### config.mk
export PLATFORM = sky130hd
export DESIGN_NAME = int_to_radix_string_top
export DESIGN_NICKNAME = d
export VERILOG_FILES = /design/src/design/its_pkg.sv /design/src/design/its_ram.sv /design/src/design/its_queue.sv /design/src/design/its_front.sv /design/src/design/its_back.sv /design/src/design/int_to_radix_string_top.sv
export SDC_FILE = /design/constraint.sdc
export NUM_CORES = 1
export LEC_CHECK = 0
export ABC_AREA = 1
export BUFFER_PORTS_ARGS = -buffer_cell sky130_fd_sc_hd__buf_2
export CAP_MARGIN = 10
export CORE_MARGIN = 10
export CORE_UTILIZATION = 45
export DETAILED_ROUTE_END_ITERATION = 8
export PLACE_DENSITY = 0.72
export SLEW_MARGIN = 20
export SYNTH_ARGS = -nofsm -noshare
export SYNTH_HDL_FRONTEND = slang
export SYNTH_HIERARCHICAL = 1
export SYNTH_SLANG_ARGS = --single-unit
### constraint.sdc
create_clock -name clk_i -period 31.2 [get_ports clk_i]
set_clock_uncertainty 0.15 [all_clocks]
set_input_delay 1.56 -clock clk_i [delete_from_list [all_inputs] [get_ports clk_i]]
set_output_delay 1.56 -clock clk_i [all_outputs]
set_load 0.03 [all_outputs]
### src/design/its_pkg.sv
// Package for the integer-to-text converter: widths, character codes,
// the classification struct passed through the queue and the digit encoder.
// No dependencies.
package its_pkg;

  localparam int VALUE_BITS_DEF = 32;
  localparam int RADIX_W        = 6;
  localparam int CHAR_W         = 8;
  localparam int DIGIT_STEPS    = 8;   // quotient bits resolved per cycle

  localparam logic [RADIX_W-1:0] RADIX_MIN   = 6'd2;
  localparam logic [RADIX_W-1:0] RADIX_MAX   = 6'd36;
  localparam logic [RADIX_W-1:0] RADIX_RESET = 6'd10;
  localparam logic [RADIX_W-1:0] DIGIT_TEN   = 6'd10;

  localparam logic [CHAR_W-1:0] CHAR_MINUS = 8'h2d;
  localparam logic [CHAR_W-1:0] CHAR_ZERO  = 8'h30;
  localparam logic [CHAR_W-1:0] CHAR_NINE  = 8'h39;
  localparam logic [CHAR_W-1:0] CHAR_LOW_A = 8'h61;
  localparam logic [CHAR_W-1:0] CHAR_LOW_Z = 8'h7a;
  localparam logic [CHAR_W-1:0] CHAR_NONE  = 8'h00;

  // Per-item classification from the front end
  typedef struct packed {
    logic               neg;
    logic               bad;
    logic [RADIX_W-1:0] radix;
  } its_cls_t;

  function automatic logic [CHAR_W-1:0] digit_char(input logic [RADIX_W-1:0] d);
    logic [CHAR_W-1:0] c;
    if (d < DIGIT_TEN) begin
      c = CHAR_ZERO + CHAR_W'(d);
    end else begin
      c = CHAR_LOW_A + CHAR_W'(d - DIGIT_TEN);
    end
    return c;
  endfunction

endpackage

### src/design/its_ram.sv
// Generic single-write, single-read RAM with registered read data.
// No dependencies.
module its_ram #(
  parameter int WIDTH = 8,
  parameter int DEPTH = 32
) (
  input  logic                     clk_i,
  input  logic                     we_i,
  input  logic [$clog2(DEPTH)-1:0] waddr_i,
  input  logic [WIDTH-1:0]         wdata_i,
  input  logic                     re_i,
  input  logic [$clog2(DEPTH)-1:0] raddr_i,
  output logic [WIDTH-1:0]         rdata_o
);

  logic [WIDTH-1:0] mem_q [DEPTH];
  logic [WIDTH-1:0] rdata_q;

  always_ff @(posedge clk_i) begin
    if (we_i) begin
      mem_q[waddr_i] <= wdata_i;
    end
    if (re_i) begin
      rdata_q <= mem_q[raddr_i];
    end
  end

  assign rdata_o = rdata_q;

endmodule

### src/design/its_queue.sv
// Two-entry queue between the front end and the conversion engine.
// No dependencies.
module its_queue #(
  parameter int WIDTH = 8
) (
  input  logic             clk_i,
  input  logic             rst_ni,
  input  logic             wr_i,
  input  logic [WIDTH-1:0] wdata_i,
  output logic             full_o,
  input  logic             rd_i,
  output logic [WIDTH-1:0] rdata_o,
  output logic             empty_o
);

  logic [WIDTH-1:0] slot_q [2];
  logic             wptr_q, wptr_d;
  logic             rptr_q, rptr_d;
  logic [1:0]       cnt_q, cnt_d;
  logic             do_wr, do_rd;

  assign full_o  = (cnt_q == 2'd2);
  assign empty_o = (cnt_q == 2'd0);
  assign do_wr   = wr_i && !full_o;
  assign do_rd   = rd_i && !empty_o;
  assign rdata_o = slot_q[rptr_q];

  always_comb begin
    wptr_d = do_wr ? !wptr_q : wptr_q;
    rptr_d = do_rd ? !rptr_q : rptr_q;
    cnt_d  = cnt_q + 2'(do_wr) - 2'(do_rd);
  end

  always_ff @(posedge clk_i or negedge rst_ni) begin
    if (!rst_ni) begin
      wptr_q <= 1'b0;
      rptr_q <= 1'b0;
      cnt_q  <= 2'd0;
    end else begin
      wptr_q <= wptr_d;
      rptr_q <= rptr_d;
      cnt_q  <= cnt_d;
    end
  end

  always_ff @(posedge clk_i) begin
    if (do_wr) begin
      slot_q[wptr_q] <= wdata_i;
    end
  end

endmodule

### src/design/its_front.sv
// Front end: holds the radix register, takes numbers in and classifies them
// (sign, magnitude, radix validity). Depends on its_pkg.
module its_front #(
  parameter int VALUE_BITS = its_pkg::VALUE_BITS_DEF
) (
  input  logic                        clk_i,
  input  logic                        rst_ni,
  input  logic                        cfg_we_i,
  input  logic [its_pkg::RADIX_W-1:0] cfg_wdata_i,
  input  logic                        push,
  input  logic                        q_full_i,
  input  logic [VALUE_BITS-1:0]       number_i,
  output logic                        q_wr_o,
  output its_pkg::its_cls_t           cls_o,
  output logic [VALUE_BITS-1:0]       mag_o
);

  logic [its_pkg::RADIX_W-1:0] radix_q;

  always_ff @(posedge clk_i or negedge rst_ni) begin
    if (!rst_ni) begin
      radix_q <= its_pkg::RADIX_RESET;
    end else if (cfg_we_i) begin
      radix_q <= cfg_wdata_i;
    end
  end

  assign q_wr_o    = push && !q_full_i;
  assign cls_o.neg = number_i[VALUE_BITS-1];
  assign cls_o.bad = (radix_q < its_pkg::RADIX_MIN) || (radix_q > its_pkg::RADIX_MAX);
  assign cls_o.radix = radix_q;
  // most negative value maps onto itself, read as unsigned it is exact
  assign mag_o = number_i[VALUE_BITS-1] ? (~number_i + 1'b1) : number_i;

endmodule

### src/design/its_back.sv
// Conversion engine: repeated division by the radix (eight quotient bits a
// cycle), digits stored in a small RAM, then emitted most significant first
// through a one-beat output register. Depends on its_pkg and its_ram.
module its_back #(
  parameter int VALUE_BITS = its_pkg::VALUE_BITS_DEF
) (
  input  logic                        clk_i,
  input  logic                        rst_ni,
  input  logic                        q_empty_i,
  input  its_pkg::its_cls_t           cls_i,
  input  logic [VALUE_BITS-1:0]       mag_i,
  output logic                        q_rd_o,
  output logic                        empty,
  input  logic                        pop,
  output logic [its_pkg::CHAR_W-1:0]  char_code_o,
  output logic                        last_char_o,
  output logic                        empty_res_o
);

  localparam int STEPS = its_pkg::DIGIT_STEPS;
  localparam int PW    = ((VALUE_BITS + STEPS - 1) / STEPS) * STEPS;
  localparam int NCYC  = PW / STEPS;
  localparam int CYC_W = $clog2(NCYC + 1);
  localparam int DEPTH = VALUE_BITS + 1;
  localparam int AW    = $clog2(DEPTH);
  localparam int RW    = its_pkg::RADIX_W;

  typedef enum logic [2:0] {
    S_IDLE, S_DIV, S_SIGN, S_RD, S_LOAD, S_INVAL
  } state_e;

  state_e                     state_q;
  logic [PW-1:0]              quo_q, quo_n;
  logic [RW-1:0]              rem_q, rem_n;
  logic [RW:0]                trial;
  logic [CYC_W-1:0]           cyc_q;
  logic [AW-1:0]              wa_q;
  logic [AW-1:0]              idx_q;
  logic                       neg_q;
  logic [RW-1:0]              radix_q;
  logic                       out_valid_q;
  logic [its_pkg::CHAR_W-1:0] char_q;
  logic                       last_q;
  logic                       empres_q;
  logic                       slot_free;
  logic                       digit_done;
  logic                       ram_we;
  logic                       ram_re;
  logic [RW-1:0]              ram_rdata;

  // one radix digit of the quotient: restoring division, STEPS bits a cycle
  always_comb begin
    quo_n = quo_q;
    rem_n = rem_q;
    trial = '0;
    for (int k = 0; k < STEPS; k++) begin
      trial = {rem_n, quo_n[PW-1]};
      quo_n = {quo_n[PW-2:0], 1'b0};
      if (trial >= {1'b0, radix_q}) begin
        trial    = trial - {1'b0, radix_q};
        quo_n[0] = 1'b1;
      end
      rem_n = trial[RW-1:0];
    end
  end

  assign digit_done = (state_q == S_DIV) && (cyc_q == CYC_W'(NCYC - 1));
  assign ram_we     = digit_done;
  assign ram_re     = (state_q == S_RD);
  assign slot_free  = !out_valid_q || pop;
  assign q_rd_o     = (state_q == S_IDLE) && !q_empty_i;

  its_ram #(
    .WIDTH (RW),
    .DEPTH (DEPTH)
  ) u_digits (
    .clk_i   (clk_i),
    .we_i    (ram_we),
    .waddr_i (wa_q),
    .wdata_i (rem_n),
    .re_i    (ram_re),
    .raddr_i (idx_q),
    .rdata_o (ram_rdata)
  );

  always_ff @(posedge clk_i or negedge rst_ni) begin
    if (!rst_ni) begin
      state_q     <= S_IDLE;
      out_valid_q <= 1'b0;
      cyc_q       <= '0;
      wa_q        <= '0;
      idx_q       <= '0;
      neg_q       <= 1'b0;
      radix_q     <= its_pkg::RADIX_RESET;
      quo_q       <= '0;
      rem_q       <= '0;
      char_q      <= its_pkg::CHAR_NONE;
      last_q      <= 1'b0;
      empres_q    <= 1'b0;
    end else begin
      // drop the beat once it is taken; loads below override
      if (pop && out_valid_q) begin
        out_valid_q <= 1'b0;
      end
      unique case (state_q)
        S_IDLE: begin
          if (!q_empty_i) begin
            neg_q   <= cls_i.neg;
            radix_q <= cls_i.radix;
            quo_q   <= PW'(mag_i);
            rem_q   <= '0;
            cyc_q   <= '0;
            wa_q    <= '0;
            state_q <= cls_i.bad ? S_INVAL : S_DIV;
          end
        end
        S_DIV: begin
          if (digit_done) begin
            quo_q <= quo_n;
            rem_q <= '0;
            cyc_q <= '0;
            if (quo_n == '0) begin
              idx_q   <= wa_q;
              state_q <= S_SIGN;
            end else begin
              wa_q <= wa_q + 1'b1;
            end
          end else begin
            quo_q <= quo_n;
            rem_q <= rem_n;
            cyc_q <= cyc_q + 1'b1;
          end
        end
        S_SIGN: begin
          if (!neg_q) begin
            state_q <= S_RD;
          end else if (slot_free) begin
            out_valid_q <= 1'b1;
            char_q      <= its_pkg::CHAR_MINUS;
            last_q      <= 1'b0;
            empres_q    <= 1'b0;
            state_q     <= S_RD;
          end
        end
        S_RD: begin
          state_q <= S_LOAD;
        end
        S_LOAD: begin
          if (slot_free) begin
            out_valid_q <= 1'b1;
            char_q      <= its_pkg::digit_char(ram_rdata);
            last_q      <= (idx_q == '0);
            empres_q    <= 1'b0;
            if (idx_q == '0) begin
              state_q <= S_IDLE;
            end else begin
              idx_q   <= idx_q - 1'b1;
              state_q <= S_RD;
            end
          end
        end
        S_INVAL: begin
          if (slot_free) begin
            out_valid_q <= 1'b1;
            char_q      <= its_pkg::CHAR_NONE;
            last_q      <= 1'b1;
            empres_q    <= 1'b1;
            state_q     <= S_IDLE;
          end
        end
        default: state_q <= S_IDLE;
      endcase
    end
  end

  assign empty       = !out_valid_q;
  assign char_code_o = char_q;
  assign last_char_o = last_q;
  assign empty_res_o = empres_q;

endmodule

### src/design/int_to_radix_string_top.sv
// Integer-to-text converter, top level. The engine divides each digit out of the
// magnitude in S_DIV, emits a leading minus for negative numbers in S_SIGN, then
// reads each digit from the RAM (S_RD) and loads it into the output register
// (S_LOAD), waiting while the held character is not yet popped. A two-entry queue
// takes numbers meanwhile. Reset sets the radix to 10 and empties queue and output;
// digit RAM is not cleared.
module int_to_radix_string_top #(
  parameter int VALUE_BITS = its_pkg::VALUE_BITS_DEF
) (
  input  logic                        clk_i,
  input  logic                        rst_ni,
  input  logic                        cfg_we_i,
  input  logic [its_pkg::RADIX_W-1:0] cfg_wdata_i,
  input  logic                        push,
  output logic                        full,
  input  logic [VALUE_BITS-1:0]       number_i,
  output logic                        empty,
  input  logic                        pop,
  output logic [its_pkg::CHAR_W-1:0]  char_code_o,
  output logic                        last_char_o,
  output logic                        empty_res_o
);

  localparam int CLS_W = $bits(its_pkg::its_cls_t);
  localparam int QW    = CLS_W + VALUE_BITS;

  logic                    q_wr, q_rd, q_empty;
  its_pkg::its_cls_t       cls_in, cls_out;
  logic [VALUE_BITS-1:0]   mag_in, mag_out;
  logic [QW-1:0]           q_rdata;

  its_front #(
    .VALUE_BITS (VALUE_BITS)
  ) u_front (
    .clk_i       (clk_i),
    .rst_ni      (rst_ni),
    .cfg_we_i    (cfg_we_i),
    .cfg_wdata_i (cfg_wdata_i),
    .push        (push),
    .q_full_i    (full),
    .number_i    (number_i),
    .q_wr_o      (q_wr),
    .cls_o       (cls_in),
    .mag_o       (mag_in)
  );

  its_queue #(
    .WIDTH (QW)
  ) u_queue (
    .clk_i   (clk_i),
    .rst_ni  (rst_ni),
    .wr_i    (q_wr),
    .wdata_i ({cls_in, mag_in}),
    .full_o  (full),
    .rd_i    (q_rd),
    .rdata_o (q_rdata),
    .empty_o (q_empty)
  );

  assign cls_out = q_rdata[QW-1:VALUE_BITS];
  assign mag_out = q_rdata[VALUE_BITS-1:0];

  its_back #(
    .VALUE_BITS (VALUE_BITS)
  ) u_back (
    .clk_i       (clk_i),
    .rst_ni      (rst_ni),
    .q_empty_i   (q_empty),
    .cls_i       (cls_out),
    .mag_i       (mag_out),
    .q_rd_o      (q_rd),
    .empty       (empty),
    .pop         (pop),
    .char_code_o (char_code_o),
    .last_char_o (last_char_o),
    .empty_res_o (empty_res_o)
  );

  // empty result carries no character and closes its string
  a_empty_res_form: assert property (@(posedge clk_i) disable iff (!rst_ni)
    (!empty && empty_res_o) |-> (last_char_o && char_code_o == its_pkg::CHAR_NONE))
    else $error("empty result malformed");

  // a minus sign is never the final character
  a_minus_not_last: assert property (@(posedge clk_i) disable iff (!rst_ni)
    (!empty && char_code_o == its_pkg::CHAR_MINUS) |-> !last_char_o)
    else $error("minus sign closes a string");

  // characters are digits, lowercase letters or the minus sign
  a_char_set: assert property (@(posedge clk_i) disable iff (!rst_ni)
    (!empty && !empty_res_o) |->
      ((char_code_o >= its_pkg::CHAR_ZERO && char_code_o <= its_pkg::CHAR_NINE) ||
       (char_code_o >= its_pkg::CHAR_LOW_A && char_code_o <= its_pkg::CHAR_LOW_Z) ||
       (char_code_o == its_pkg::CHAR_MINUS)))
    else $error("character outside the digit set");

  // the engine only draws from the queue when it holds an entry
  a_queue_draw: assert property (@(posedge clk_i) disable iff (!rst_ni)
    q_rd |-> !q_empty)
    else $error("queue read while empty");

endmodule
==> impl_metrics.yaml <==
outcome:
  status: "finished, final reports clean"
clocking:
  clkTransAtPathRegs_ns: 0.06
  insertion_delay_ns: 0.55
  ctsHtreeMaxLevel: 2
  clk_root_buffer_cell: "clkbuf_16"
  cts_sinks: 368
  holdBufCountCts: 0
  post_cts_buffers: 0
  cts_buffer_depth: 3
  ctsResizeCount: 0
  cts-buffers-inserted: 38
  cts_tree: "yes"
setup_path:
  slowest_stage: "inv_1"
  r2r_cells: 80
  endpoint_kind: "flip-flop"
  r2r-start: "u_back/radix_q[1]"
  slowest_delay_ns: 0.78
  cp_num_buf_inv: 10
  crit_type: "flip-flop to flip-flop"
  cp_common_cell: "nand2_1"
  cp.arrival_ns: 14.75
  reg2reg_to: "u_back/u_digits/mem_q[21][0]"
  worstPathRequired_ns: 31.25
  crit_path_start_kind: "flip-flop"
  crit_path_max_fanout: 33
  path_delay_family: "compound AO/OA/AOI/OAI gates"
  reg2reg_slack_ns: 16.50
timing:
  finalHoldViolCount: 0
  fmax_mhz: 68.0
  rsz0062_at_grt: "no"
  finalSetupTns_ns: 0
  min_period_ns: 14.70
  tightest_slew_ns: 1.07
  finalMaxSlewViolations: 0
  finalSetupViolCount: 0
  maxSlewHeadroom_pct: 28.8
  min_period_over_period_pct: 47.1
logic_synthesis:
  ys_ff_latch: 368
  syn_nets: 2165
  syn_area_per_cell_um2: 9.33
  synth_top_family_by_area: "simple AND/OR/NAND/NOR gates"
  netlist-cell-type-count: 54
  syn_inst: 2055
  syn-cell-area_mm2: 0.0192
  ys_seq_area_share_pct: 55.5
  muxShareOfSynthArea_pct: 0.0522
  yosysWarnings: 6
  synth_edf_count: 284
  async_flop_share_pct: 22.8
  synthSimpleGateAreaFrac_pct: 25.8
  ys.flop_type: "edfxtp_1"
  synth_xor_area_share_pct: 2.56
  synthAdderAreaFrac_pct: 4.68
  synth_compound_area_share_pct: 5.85
global_routing:
  grt_pass1_wl_um: 73300
  overflow: 0
  grt_pass1_vias: 14000
  globalRouteTotalUtil_pct: 17.8
  grt_max_degree: 97
  grt_antenna_before_repair: 0
floorplanning:
  placementRows: 75
  start_util_pct: 45.6
  ios: 55
  coreArea_mm2: 0.0420
  die_area_mm2: 0.0513
  die_h_um: 226
  die_x_um: 226
flow_run:
  drv_cap: 0
worst_hold_path:
  worstHoldStart: "u_back/empty_res_o"
  hold_depth: 2
  hold_path_class: "flip-flop to flip-flop"
  hold_end: "u_back/empty_res_o"
detailed_routing:
  viasPerCell: 5.37
  wl_um: 45300
  ant_nets: 0
  wl_per_cell_um: 17.0
  drt-initial-drc-count: 1163
  drc: 0
  drt-pass1-iter-count: 6
  vias: 14300
placed_design:
  gp_congestion: 0.918
  dp.final_hpwl_um: 31200
  port_buffers: 54
cells_and_area:
  layout_commonest_cell: "nand2_1"
  nNetsFinal: 2208
  final_cell_mix: "nand2_1 (665), edfxtp_1 (284), nand3_1 (220)"
  syn2layout_area_growth_pct: 10.1
  drive_above_1_share_pct: 10.5
  num_antenna_cells: 0
  n_fill_cell: 3765
[worst max path at each step]
stage,startpoint,end,cells after the start
final,u_back/radix_q[1],u_back/u_digits/mem_q[21][0],80
after global routing,u_back/radix_q[1],u_back/u_digits/mem_q[16][0],83
after CTS,u_back/radix_q[1],u_back/u_digits/mem_q[20][3],77
after detailed placement,u_back/radix_q[1],u_back/u_digits/mem_q[26][3],77
after global placement,u_back/radix_q[1],u_back/u_digits/mem_q[18][1],76
after floorplan,u_back/radix_q[1],u_back/u_digits/mem_q[0][1],79
[synthesized netlist by cell type, drive strengths merged, types with 2 or more instances]
library cell / instances / area share [%]
nand2: 696 / 14
edfxtp: 284 / 44
nand3: 233 / 6.7
nor2: 170 / 3.7
inv: 165 / 3.3
o21ai: 82 / 2.4
dfrtp: 80 / 10
ha: 59 / 3.8
buf: 50 / 1.9
a21oi: 46 / 1.2
xor2: 38 / 1.7
o22ai: 28 / 0.91
clkbuf: 18 / 0.35
xnor2: 18 / 0.82
nand4: 17 / 0.55
nor3: 9 / 0.23
fa: 8 / 0.84
nor4: 7 / 0.23
o211ai: 7 / 0.27
o21a: 5 / 0.20
a2bb2oi: 4 / 0.18
a31oi: 4 / 0.13
dfstp: 4 / 0.55
nand3b: 3 / 0.12
a22o: 2 / 0.091
a31o: 2 / 0.091
and2: 2 / 0.065
clkinv: 2 / 0.039
o21bai: 2 / 0.078
o31ai: 2 / 0.078
or2: 2 / 0.065
[final cells by class]
class | count | area (um^2) | share of cell area (%)
Tap cell | 539 | 674 | 3.19
Clock buffer | 48 | 1020 | 4.82
Sequential cell | 368 | 10600 | 50.4
Timing Repair Buffer | 71 | 420 | 1.99
Multi-Input combinational cell | 1452 | 7500 | 35.5
Inverter | 167 | 637 | 3.02
Clock inverter | 21 | 229 | 1.08
[state kept, by name, indices dropped and copies added, names as in the netlist, 2 cells and up]
name / flops
u_back/char_code_o: 8
u_back/u_digits/mem_q: 198
u_back/cyc_q: 3
u_back/wa_q: 6
u_queue/cnt_q: 2
u_back/state_q: 3
u_back/quo_q: 32
u_back/idx_q: 6
u_back/rem_q: 6
u_queue/slot_q: 80
u_front/radix_q: 6
u_back/u_digits/rdata_o: 6
u_back/radix_q: 6
[worst register-to-register path: cells and delay by family (launching register included)]
family / cells / cell delay (ns)
buffers and inverters: 10 / 1.91
and+or+nand+nor: 31 / 3.29
DFF: 1 / 0.70
adders and majority gates: 8 / 2.75
AOI/OAI and AO/OA: 31 / 5.56
[through the flow]
step | utilization [%] | hold slack (ns) | cell area (um^2) | worst slack, ns | instances
3_3_place_gp | 47.2 | 0.302 | 19800 | 17.24 | 2596
4_1_cts | 50.2 | 0.330 | 21100 | 16.58 | 2666
5_1_grt | 50.2 | 0.347 | 21100 | 14.98 | 2666
6_report | 50.2 | 0.324 | 21100 | 16.50 | 2666
3_5_place_dp | 47.3 | 0.316 | 19900 | 16.64 | 2597
2_1_floorplan | - | 0.292 | 19200 | 18.44 | 2055
[logic make-up after synthesis]
group / count (synthesis)
flops: 368
compound gates: 189
xor+xnor: 56
buf+inv: 235
mux: 1
fa+ha+maj: 67
simple gates: 1139
[layer usage]
metal / vias to the layer above / share of wire [%] / GRT usage (%)
met5: - / 0 / 0
met4: 0 / 2.4 / 5.63
met3: 73 / 6.4 / 2.89
met2: 457 / 48 / 29.5
met1: 6799 / 43 / 23.4
li1: 6976 / - / -
Power is left out: the tool's default activity adds up to more than one toggle a clock period on the data nets, which glitch-free logic cannot reach.
